==> src/sv/lacl_pkg.sv <==
// ----------------------------------------------------------------------------
// lacl_pkg
// Types, constants and codes shared by the listen ACL rule match unit.
// ----------------------------------------------------------------------------
`default_nettype none

package lacl_pkg;

    localparam int LACL_RULE_DEPTH = 16;

    localparam int ADDR_W      = 64;
    localparam int PORT_W      = 16;
    localparam int PROTO_W     = 2;
    localparam int INDEX_W     = 4;
    localparam int RCOUNT_W    = 5;
    localparam int V4_W        = 32;

    localparam int IN_DATA_W   = 184;
    localparam int OUT_DATA_W  = 8;
    localparam int APB_ADDR_W  = 3;
    localparam int APB_DATA_W  = 32;

    localparam logic OP_WRITE = 1'b0;
    localparam logic OP_CHECK = 1'b1;

    localparam logic REG_INSECURE   = 1'b0;
    localparam logic REG_RULE_COUNT = 1'b1;

    typedef struct packed {
        logic                op;
        logic [INDEX_W-1:0]  rule_index;
        logic [PROTO_W-1:0]  protocol;
        logic                is_v6;
        logic [ADDR_W-1:0]   addr_high;
        logic [ADDR_W-1:0]   addr_low;
        logic [PORT_W-1:0]   query_port;
        logic [PORT_W-1:0]   port_low;
        logic [PORT_W-1:0]   port_high;
        logic                ephemeral;
    } query_t;

    typedef struct packed {
        logic [ADDR_W-1:0]   addr_high;
        logic [ADDR_W-1:0]   addr_low;
        logic [PORT_W-1:0]   port_high;
        logic [PORT_W-1:0]   port_low;
        logic                ephemeral;
        logic                is_v6;
        logic [PROTO_W-1:0]  protocol;
    } rule_entry_t;

    typedef struct packed {
        logic load_query;
        logic write_rule;
        logic issue_read;
        logic out_load;
    } lacl_cmd_t;

    typedef struct packed {
        logic op_check;
        logic blocked;
        logic scan_empty;
        logic last_issue;
        logic out_busy;
    } lacl_status_t;

    typedef enum logic [2:0] {
        ST_IDLE,
        ST_DISPATCH,
        ST_WRITE,
        ST_SCAN,
        ST_DRAIN,
        ST_FINISH
    } lacl_state_t;

endpackage

`default_nettype wire

==> src/sv/listen_acl_rule_match_unit.sv <==
// Sequence: a write runs DISPATCH, WRITE, FINISH; a check runs DISPATCH, SCAN
//   of n = min(rule_count, RULE_DEPTH) rules, DRAIN, FINISH (refused or n = 0:
//   DISPATCH, FINISH). One item at a time, one rule read per cycle in SCAN;
//   the next accept follows FINISH, which waits while a prior result stalls.
// Reset: rst_n clears control state and both registers; rule memory is
//   undefined until written and gets no clearing pass.
// ----------------------------------------------------------------------------
// listen_acl_rule_match_unit
// Listen ACL table: loads rules and checks listen requests against them.
// ----------------------------------------------------------------------------
`default_nettype none

module listen_acl_rule_match_unit
    import lacl_pkg::*;
#(
    parameter int RULE_DEPTH = LACL_RULE_DEPTH
)
(
    input  wire logic                  clk,
    input  wire logic                  rst_n,
    input  wire logic                  psel,
    input  wire logic                  penable,
    input  wire logic                  pwrite,
    input  wire logic [APB_ADDR_W-1:0] paddr,
    input  wire logic [APB_DATA_W-1:0] pwdata,
    output logic      [APB_DATA_W-1:0] prdata,
    output logic                       pready,
    input  wire logic                  s_tvalid,
    output logic                       s_tready,
    // rule_index, protocol, is_v6, addr_high, addr_low, query_port,
    // port_low, port_high, ephemeral_rule
    input  wire logic [IN_DATA_W-1:0]  s_tdata,
    // operation
    input  wire logic                  s_tuser,
    output logic                       m_tvalid,
    input  wire logic                  m_tready,
    // allowed, zero fill
    output logic      [OUT_DATA_W-1:0] m_tdata,
    // is_check_result
    output logic                       m_tuser
);

    logic                insecure_reg;
    logic [RCOUNT_W-1:0] rule_count_reg;
    logic                cfg_write;
    query_t              in_query;
    lacl_cmd_t           cmd;
    lacl_status_t        status;
    logic                out_allowed;

    assign pready    = 1'b1;
    assign cfg_write = psel && penable && pwrite && pready;

    always_ff @(posedge clk or negedge rst_n)
    begin
        if (!rst_n)
        begin
            insecure_reg   <= 1'b0;
            rule_count_reg <= '0;
        end
        else if (cfg_write)
        begin
            case (paddr[2])
                REG_INSECURE:   insecure_reg   <= pwdata[0];
                REG_RULE_COUNT: rule_count_reg <= pwdata[RCOUNT_W-1:0];
                default:        insecure_reg   <= insecure_reg;
            endcase
        end
    end

    always_comb
    begin
        case (paddr[2])
            REG_INSECURE:   prdata = {{(APB_DATA_W-1){1'b0}}, insecure_reg};
            REG_RULE_COUNT: prdata = {{(APB_DATA_W-RCOUNT_W){1'b0}}, rule_count_reg};
            default:        prdata = '0;
        endcase
    end

    assign in_query.op         = s_tuser;
    assign in_query.rule_index = s_tdata[3:0];
    assign in_query.protocol   = s_tdata[5:4];
    assign in_query.is_v6      = s_tdata[6];
    assign in_query.addr_high  = s_tdata[70:7];
    assign in_query.addr_low   = s_tdata[134:71];
    assign in_query.query_port = s_tdata[150:135];
    assign in_query.port_low   = s_tdata[166:151];
    assign in_query.port_high  = s_tdata[182:167];
    assign in_query.ephemeral  = s_tdata[183];

    lacl_ctrl u_ctrl (
        .clk      (clk),
        .rst_n    (rst_n),
        .in_valid (s_tvalid),
        .in_ready (s_tready),
        .status   (status),
        .cmd      (cmd)
    );

    lacl_datapath #(
        .RULE_DEPTH (RULE_DEPTH)
    ) u_datapath (
        .clk          (clk),
        .rst_n        (rst_n),
        .in_query     (in_query),
        .plaintext_en (insecure_reg),
        .rule_count   (rule_count_reg),
        .cmd          (cmd),
        .status       (status),
        .out_ready    (m_tready),
        .out_valid    (m_tvalid),
        .out_allowed  (out_allowed),
        .out_check    (m_tuser)
    );

    assign m_tdata = {{(OUT_DATA_W-1){1'b0}}, out_allowed};

endmodule

`default_nettype wire

==> src/sv/lacl_ctrl.sv <==
// ----------------------------------------------------------------------------
// lacl_ctrl
// Sequencer: takes one item, runs the rule write or the table scan, hands the
// result to the output register.
// ----------------------------------------------------------------------------
`default_nettype none

module lacl_ctrl
    import lacl_pkg::*;
(
    input  wire logic         clk,
    input  wire logic         rst_n,
    input  wire logic         in_valid,
    output logic              in_ready,
    input  wire lacl_status_t status,
    output lacl_cmd_t         cmd
);

    lacl_state_t state_reg;
    lacl_state_t state_next;

    always_ff @(posedge clk or negedge rst_n)
    begin
        if (!rst_n)
        begin
            state_reg <= ST_IDLE;
        end
        else
        begin
            state_reg <= state_next;
        end
    end

    always_comb
    begin
        state_next = state_reg;
        case (state_reg)
            ST_IDLE:
            begin
                if (in_valid)
                begin
                    state_next = ST_DISPATCH;
                end
            end
            ST_DISPATCH:
            begin
                if (!status.op_check)
                begin
                    state_next = ST_WRITE;
                end
                else if (status.blocked || status.scan_empty)
                begin
                    state_next = ST_FINISH;
                end
                else
                begin
                    state_next = ST_SCAN;
                end
            end
            ST_WRITE:
            begin
                state_next = ST_FINISH;
            end
            ST_SCAN:
            begin
                if (status.last_issue)
                begin
                    state_next = ST_DRAIN;
                end
            end
            ST_DRAIN:
            begin
                state_next = ST_FINISH;
            end
            ST_FINISH:
            begin
                if (!status.out_busy)
                begin
                    state_next = ST_IDLE;
                end
            end
            default:
            begin
                state_next = ST_IDLE;
            end
        endcase
    end

    always_comb
    begin
        cmd      = '0;
        in_ready = 1'b0;
        case (state_reg)
            ST_IDLE:
            begin
                in_ready       = 1'b1;
                cmd.load_query = in_valid;
            end
            ST_WRITE:
            begin
                cmd.write_rule = 1'b1;
            end
            ST_SCAN:
            begin
                cmd.issue_read = 1'b1;
            end
            ST_FINISH:
            begin
                cmd.out_load = !status.out_busy;
            end
            default:
            begin
                cmd = '0;
            end
        endcase
    end

endmodule

`default_nettype wire

==> src/sv/lacl_datapath.sv <==
// ----------------------------------------------------------------------------
// lacl_datapath
// Rule memory, query register, scan counter, match compare and result
// register.
// ----------------------------------------------------------------------------
`default_nettype none

module lacl_datapath
    import lacl_pkg::*;
#(
    parameter int RULE_DEPTH = LACL_RULE_DEPTH
)
(
    input  wire logic                clk,
    input  wire logic                rst_n,
    input  wire query_t              in_query,
    input  wire logic                plaintext_en,
    input  wire logic [RCOUNT_W-1:0] rule_count,
    input  wire lacl_cmd_t           cmd,
    output lacl_status_t             status,
    input  wire logic                out_ready,
    output logic                     out_valid,
    output logic                     out_allowed,
    output logic                     out_check
);

    localparam int IDX_W = (RULE_DEPTH > 1) ? $clog2(RULE_DEPTH) : 1;
    localparam int CNT_W = $clog2(RULE_DEPTH + 1);
    localparam int CMP_W = (CNT_W > RCOUNT_W) ? CNT_W : RCOUNT_W;

    rule_entry_t mem [RULE_DEPTH];

    query_t            query_reg;
    rule_entry_t       rd_data_reg;
    logic              rd_vld_reg;
    logic [CNT_W-1:0]  cnt_reg;
    logic              hit_reg;
    logic              out_valid_reg;
    logic              out_allowed_reg;
    logic              out_check_reg;

    logic [CMP_W-1:0]  count_ext;
    logic [CMP_W-1:0]  depth_ext;
    logic [CMP_W-1:0]  index_ext;
    logic [CMP_W-1:0]  limit_ext;
    logic [CNT_W-1:0]  limit;
    logic [CNT_W:0]    cnt_plus;
    logic              index_ok;
    logic [IDX_W-1:0]  wr_addr;
    logic [IDX_W-1:0]  rd_addr;
    rule_entry_t       wr_entry;
    logic              match;
    logic              port_ok;
    logic              addr_ok;

    assign count_ext = CMP_W'(rule_count);
    assign depth_ext = CMP_W'(RULE_DEPTH);
    assign index_ext = CMP_W'(query_reg.rule_index);
    assign limit_ext = (count_ext > depth_ext) ? depth_ext : count_ext;
    assign limit     = CNT_W'(limit_ext);
    assign cnt_plus  = {1'b0, cnt_reg} + {{CNT_W{1'b0}}, 1'b1};
    assign index_ok  = (index_ext < depth_ext);
    assign wr_addr   = IDX_W'(index_ext);
    assign rd_addr   = cnt_reg[IDX_W-1:0];

    assign wr_entry.addr_high = query_reg.addr_high;
    assign wr_entry.addr_low  = query_reg.addr_low;
    assign wr_entry.port_high = query_reg.port_high;
    assign wr_entry.port_low  = query_reg.port_low;
    assign wr_entry.ephemeral = query_reg.ephemeral;
    assign wr_entry.is_v6     = query_reg.is_v6;
    assign wr_entry.protocol  = query_reg.protocol;

    // ephemeral rules only take port zero
    assign port_ok = rd_data_reg.ephemeral
                   ? (query_reg.query_port == '0)
                   : ((query_reg.query_port >= rd_data_reg.port_low)
                      && (query_reg.query_port <= rd_data_reg.port_high));

    // IPv4 compares the low 32 bits only
    assign addr_ok = query_reg.is_v6
                   ? ((rd_data_reg.addr_high == query_reg.addr_high)
                      && (rd_data_reg.addr_low == query_reg.addr_low))
                   : (rd_data_reg.addr_low[V4_W-1:0] == query_reg.addr_low[V4_W-1:0]);

    assign match = (rd_data_reg.protocol == query_reg.protocol)
                 && (rd_data_reg.is_v6 == query_reg.is_v6)
                 && port_ok && addr_ok;

    assign status.op_check   = (query_reg.op == OP_CHECK);
    assign status.blocked    = !query_reg.protocol[0] && !plaintext_en;
    assign status.scan_empty = (limit == '0);
    assign status.last_issue = (cnt_plus == {1'b0, limit});
    assign status.out_busy   = out_valid_reg && !out_ready;

    always_ff @(posedge clk)
    begin
        if (cmd.write_rule && index_ok)
        begin
            mem[wr_addr] <= wr_entry;
        end
        if (cmd.issue_read)
        begin
            rd_data_reg <= mem[rd_addr];
        end
        if (cmd.load_query)
        begin
            query_reg <= in_query;
        end
        if (cmd.out_load)
        begin
            out_allowed_reg <= hit_reg && (query_reg.op == OP_CHECK);
            out_check_reg   <= (query_reg.op == OP_CHECK);
        end
    end

    always_ff @(posedge clk or negedge rst_n)
    begin
        if (!rst_n)
        begin
            rd_vld_reg    <= 1'b0;
            cnt_reg       <= '0;
            hit_reg       <= 1'b0;
            out_valid_reg <= 1'b0;
        end
        else
        begin
            rd_vld_reg <= cmd.issue_read;
            if (cmd.load_query)
            begin
                cnt_reg <= '0;
                hit_reg <= 1'b0;
            end
            else
            begin
                if (cmd.issue_read)
                begin
                    cnt_reg <= cnt_plus[CNT_W-1:0];
                end
                if (rd_vld_reg)
                begin
                    hit_reg <= hit_reg | match;
                end
            end
            if (cmd.out_load)
            begin
                out_valid_reg <= 1'b1;
            end
            else if (out_ready)
            begin
                out_valid_reg <= 1'b0;
            end
        end
    end

    assign out_valid   = out_valid_reg;
    assign out_allowed = out_allowed_reg;
    assign out_check   = out_check_reg;

endmodule

`default_nettype wire

==> config.mk <==
export PLATFORM = sky130hd
export DESIGN_NAME = listen_acl_rule_match_unit
export DESIGN_NICKNAME = d
export VERILOG_FILES = /design/src/sv/lacl_pkg.sv /design/src/sv/listen_acl_rule_match_unit.sv /design/src/sv/lacl_ctrl.sv /design/src/sv/lacl_datapath.sv
export SDC_FILE = /design/constraint.sdc
export NUM_CORES = 2
export LEC_CHECK = 0
export ABC_CLOCK_PERIOD_IN_PS = 22200
export BUFFER_PORTS_ARGS = -buffer_cell sky130_fd_sc_hd__buf_2
export CORE_UTILIZATION = 55
export CTS_BUF_LIST = sky130_fd_sc_hd__clkbuf_8 sky130_fd_sc_hd__clkbuf_16
export DETAILED_ROUTE_END_ITERATION = 10
export PLACE_DENSITY = 0.72
export SYNTH_ARGS = -nofsm -noshare
export SYNTH_HDL_FRONTEND = slang
export SYNTH_HIERARCHICAL = 1
export SYNTH_SLANG_ARGS = --single-unit
==> constraint.sdc <==
create_clock -name clk -period 22.2 [get_ports clk]
set_input_delay 1.11 -clock clk [delete_from_list [all_inputs] [get_ports clk]]
set_output_delay 1.11 -clock clk [all_outputs]
set_load 0.005 [all_outputs]
==> run summary <==
* **num rows** 167
* **number of DRC violations after detailed routing** 0
* **via count of the first global-routing pass** 56838
* **number of cells on the worst reg-to-reg path** 9
* **count of final hold-check violations** 0
* **number of hold buffers added after CTS** 0
* **Layout Cell Area excl Fill** 0.129 mm^2
* **outcome** completed
* **Lkg Pwr** 41.6 nW
* **critical path cell sequence** buf_4, buf_12, buf_4, buf_4, mux2_1, o21ai_1, a21oi_1, a22oi_1, nand2_1
* **Core Box Area** 0.207 mm^2
* **Final Max Tran Viols** 0
* **placed cell areas** 0.119 mm^2
* **number of buffers added on ports** 206
* **relative slew slack** 0.190
* **layout cells sized above 1** 0.198
* **Netlist cell types** 63
* **wire length of the first global-routing pass** 389000 um
* **CTS root buffer** sky130_fd_sc_hd__clkbuf_16
* **Final Setup Violations** 0
* **layout overhead on the synthesized area** 11.8%
* **longest individual stage delay on the worst path** 1.02 ns
* **HPWL after detailed placement** 127000 um
* **EDFF count, synth** 2975
* **number of cells upsized or downsized after cts** 0
* **Fin Hold WS** 0.139 ns
* **Crit Path Category** reg -> reg
* **number of non-filler instances in the completed layout** 9007
* **routability congestion estimate from global placement** 0.770
* **crit path max fanout** 119
* **share of synthesized area occupied by flip-flops and latches** 0.780
* **register bit count reported by yosys** 2992
* **count of pins on the block boundary** 271
* **# Post-CTS Setup Buffers** 0
* **maximum number of pins on one net before global-route repair** 134
* **Final Critical Period** 5.66 ns
* **worst reg-to-reg setup slack** 16.54 ns
* **Total Neg Setup Slack** 0 ns
* **DRC marker count from the first detailed-route iteration** 6223
* **overflow left after global routing** 0
* **Setup crit end kind** register
* **total placed cells including tap cells** 8490
* **CTS HTree Levels** 5
* **die height** 459 um
* **CP max stage cell** sky130_fd_sc_hd__dfrtp_4
* **antenna-violating nets left** 0
* **post-synthesis area per instance** 20.3 um^2
* **sum of routed wire length over all layers** 269000 um
* **Die Width** 459 um
* **gate count of the mapped netlist** 5681
* **predominant post-synthesis flop cell** sky130_fd_sc_hd__edfxtp_1
* **post-synthesis instance area** 0.115 mm^2
* **fmax** 177 MHz
* **Post-synth ARST share** 0.00568
* **ratio of final minimum period to clock period** 0.255
* **drt via density** 6.27
* **Worst-Margin Slew** 1.22 ns
* **crit-path most repeated cell** sky130_fd_sc_hd__buf_4
* **kind of path behind the tightest hold check** in -> async
* **Die Footprint** 0.211 mm^2
* **number of detailed-route iterations in the first pass** 5
* **antenna violations before repair** 4
* **number of sinks on the clock net** 2992
* **setup repair after global routing missed its margin** false
* **skew final** 0.0585 ns
* **via count** 56517
* **worst setup margin** 16.54 ns
* **endpoint arrival time on the critical path** 6.30 ns
* **areal power density over the cells** 115 mW/mm^2
* **# Max-Cap Violations** 0
* **CP startpoint kind** register
* **number of warnings reported in the yosys synthesis log** 6
* **CTS tree** done
* **maximum root-to-sink buffer count** 4
* **data required time at the worst endpoint** 22.85 ns
* **global-route total usage across every layer** 0.255
* **flip-flop count of the largest register, all copies and words added** 2624
* **number of nets in the layout** 6271
* **clock latency on the worst-skew pair** 0.94 ns
* **effective utilization at floorplan** 0.555
* **wire length per cell after detailed routing** 29.9 um
* **DP Worst Slack** 16.50 ns
* **maximum ir drop on the vdd rail** 103 uV
* **total clock buffers created by CTS** 307
* **clock slew seen by the registers of the worst setup and hold paths** 0.06 ns
[final cells by class]
| type | instances | area [um^2] |
|---|---|---|
| Timing Repair Buffer | 302 | 2000 |
| Clock buffer | 311 | 7780 |
| Inverter | 40 | 150 |
| Clock inverter | 205 | 1690 |
| Fill cell | 13947 | 78800 |
| Sequential cell | 2992 | 89800 |
| Antenna cell | 1 | 2.50 |
| Multi-Input combinational cell | 2368 | 23800 |
| Tap cell | 2788 | 3490 |
[synthesized netlist by cell type, types with 4 or more instances]
master,instances,area share
sky130_fd_sc_hd__o21ai_1,130,0.0057
sky130_fd_sc_hd__nor4_1,18,0.00098
sky130_fd_sc_hd__edfxtp_1,2975,0.78
sky130_fd_sc_hd__clkbuf_1,104,0.0034
sky130_fd_sc_hd__inv_1,40,0.0013
sky130_fd_sc_hd__mux2_1,130,0.013
sky130_fd_sc_hd__buf_1,21,0.00068
sky130_fd_sc_hd__nand2_1,173,0.0056
sky130_fd_sc_hd__a221oi_1,43,0.0033
sky130_fd_sc_hd__nor2_1,26,0.00085
sky130_fd_sc_hd__nand2b_1,6,0.00033
sky130_fd_sc_hd__nor3_1,7,0.00030
sky130_fd_sc_hd__ha_1,33,0.0036
sky130_fd_sc_hd__buf_2,97,0.0042
sky130_fd_sc_hd__a221oi_2,121,0.016
sky130_fd_sc_hd__xor2_1,40,0.0030
sky130_fd_sc_hd__o21ai_0,205,0.0089
sky130_fd_sc_hd__and2_1,7,0.00038
sky130_fd_sc_hd__a21o_1,6,0.00039
sky130_fd_sc_hd__a21oi_1,174,0.0076
sky130_fd_sc_hd__buf_6,4,0.00039
sky130_fd_sc_hd__nor2b_1,12,0.00065
sky130_fd_sc_hd__mux2i_1,493,0.043
sky130_fd_sc_hd__a22oi_1,165,0.011
sky130_fd_sc_hd__nand4_1,34,0.0018
sky130_fd_sc_hd__xnor2_1,91,0.0069
sky130_fd_sc_hd__mux2_2,41,0.0040
sky130_fd_sc_hd__nand3_1,5,0.00022
sky130_fd_sc_hd__mux4_2,328,0.064
sky130_fd_sc_hd__buf_4,87,0.0057
sky130_fd_sc_hd__dfrtp_1,17,0.0037
[through the flow]
stage,utilization,power [mW]
final,0.620,14.8
after global routing,0.620,15.3
after CTS,0.620,14.8
after detailed placement,0.574,9.96
after global placement,0.574,9.91
after floorplan,-,9.21
[critical path: cells and delay by family, from the launching register on]
| kind | cells | cell delay (ns) |
|---|---|---|
| buffers and inverters | 4 | 3.17 |
| DFF | 1 | 1.02 |
| AOI/OAI and AO/OA | 3 | 0.48 |
| muxes | 1 | 0.39 |
| and+or+nand+nor | 1 | 0.07 |
[cells in the final DEF (no fill, tap or decap), types with 40 or more instances in the layout]
cell	n
sky130_fd_sc_hd__clkbuf_16	311
sky130_fd_sc_hd__mux2i_1	493
sky130_fd_sc_hd__clkinv_2	46
sky130_fd_sc_hd__xor2_1	40
sky130_fd_sc_hd__nand2_1	172
sky130_fd_sc_hd__a221oi_2	121
sky130_fd_sc_hd__o21ai_1	130
sky130_fd_sc_hd__clkinv_1	58
sky130_fd_sc_hd__a22oi_1	165
sky130_fd_sc_hd__edfxtp_1	2975
sky130_fd_sc_hd__a21oi_1	174
sky130_fd_sc_hd__a221oi_1	43
sky130_fd_sc_hd__xnor2_1	91
sky130_fd_sc_hd__o21ai_0	205
sky130_fd_sc_hd__mux2_1	130
sky130_fd_sc_hd__buf_4	76
sky130_fd_sc_hd__buf_2	206
sky130_fd_sc_hd__inv_1	93
sky130_fd_sc_hd__mux2_2	41
sky130_fd_sc_hd__mux4_2	328
[path summary, 6_finish.rpt]
check,to,start
worst max-delay path,u_datapath/rd_data_reg[52],u_datapath/cnt_reg[0]
worst min-delay path,u_datapath/hit_reg,rst_n
worst max register to register,u_datapath/rd_data_reg[52],u_datapath/cnt_reg[0]
worst min register to register,u_datapath/out_check,u_datapath/status[4]
max in group asynchronous,u_datapath/cnt_reg[3],rst_n
min in group clk,u_datapath/query_reg[127],s_tdata[21]
[power breakdown]
part	internal, mW	leakage (nW)	switching [mW]
Combinational	1.16	9.70	1.64
Clock	2.87	4.84	2.04
Sequential	6.73	27.0	0.313
[cells by family after synthesis]
| family | after synthesis | share of synthesized area |
|---|---|---|
| buf+inv | 354 | 0.0157 |
| mux | 992 | 0.124 |
| fa+ha+maj | 33 | 0.00359 |
| xor+xnor | 131 | 0.00997 |
| compound gates | 868 | 0.0542 |
| other cells | 2 | 0.0000653 |
| simple gates | 309 | 0.0128 |
| flops | 2992 | 0.780 |
[layer usage]
metal  up-vias  global-route usage  part of all wire
met3       461              0.0351             0.073
met2      2529               0.421              0.50
met4         2              0.0733             0.027
met1     29601               0.358              0.40
met5         -                   0          0.000048
li1      23924                   -                 -
(Power assumes the default switching activity.)
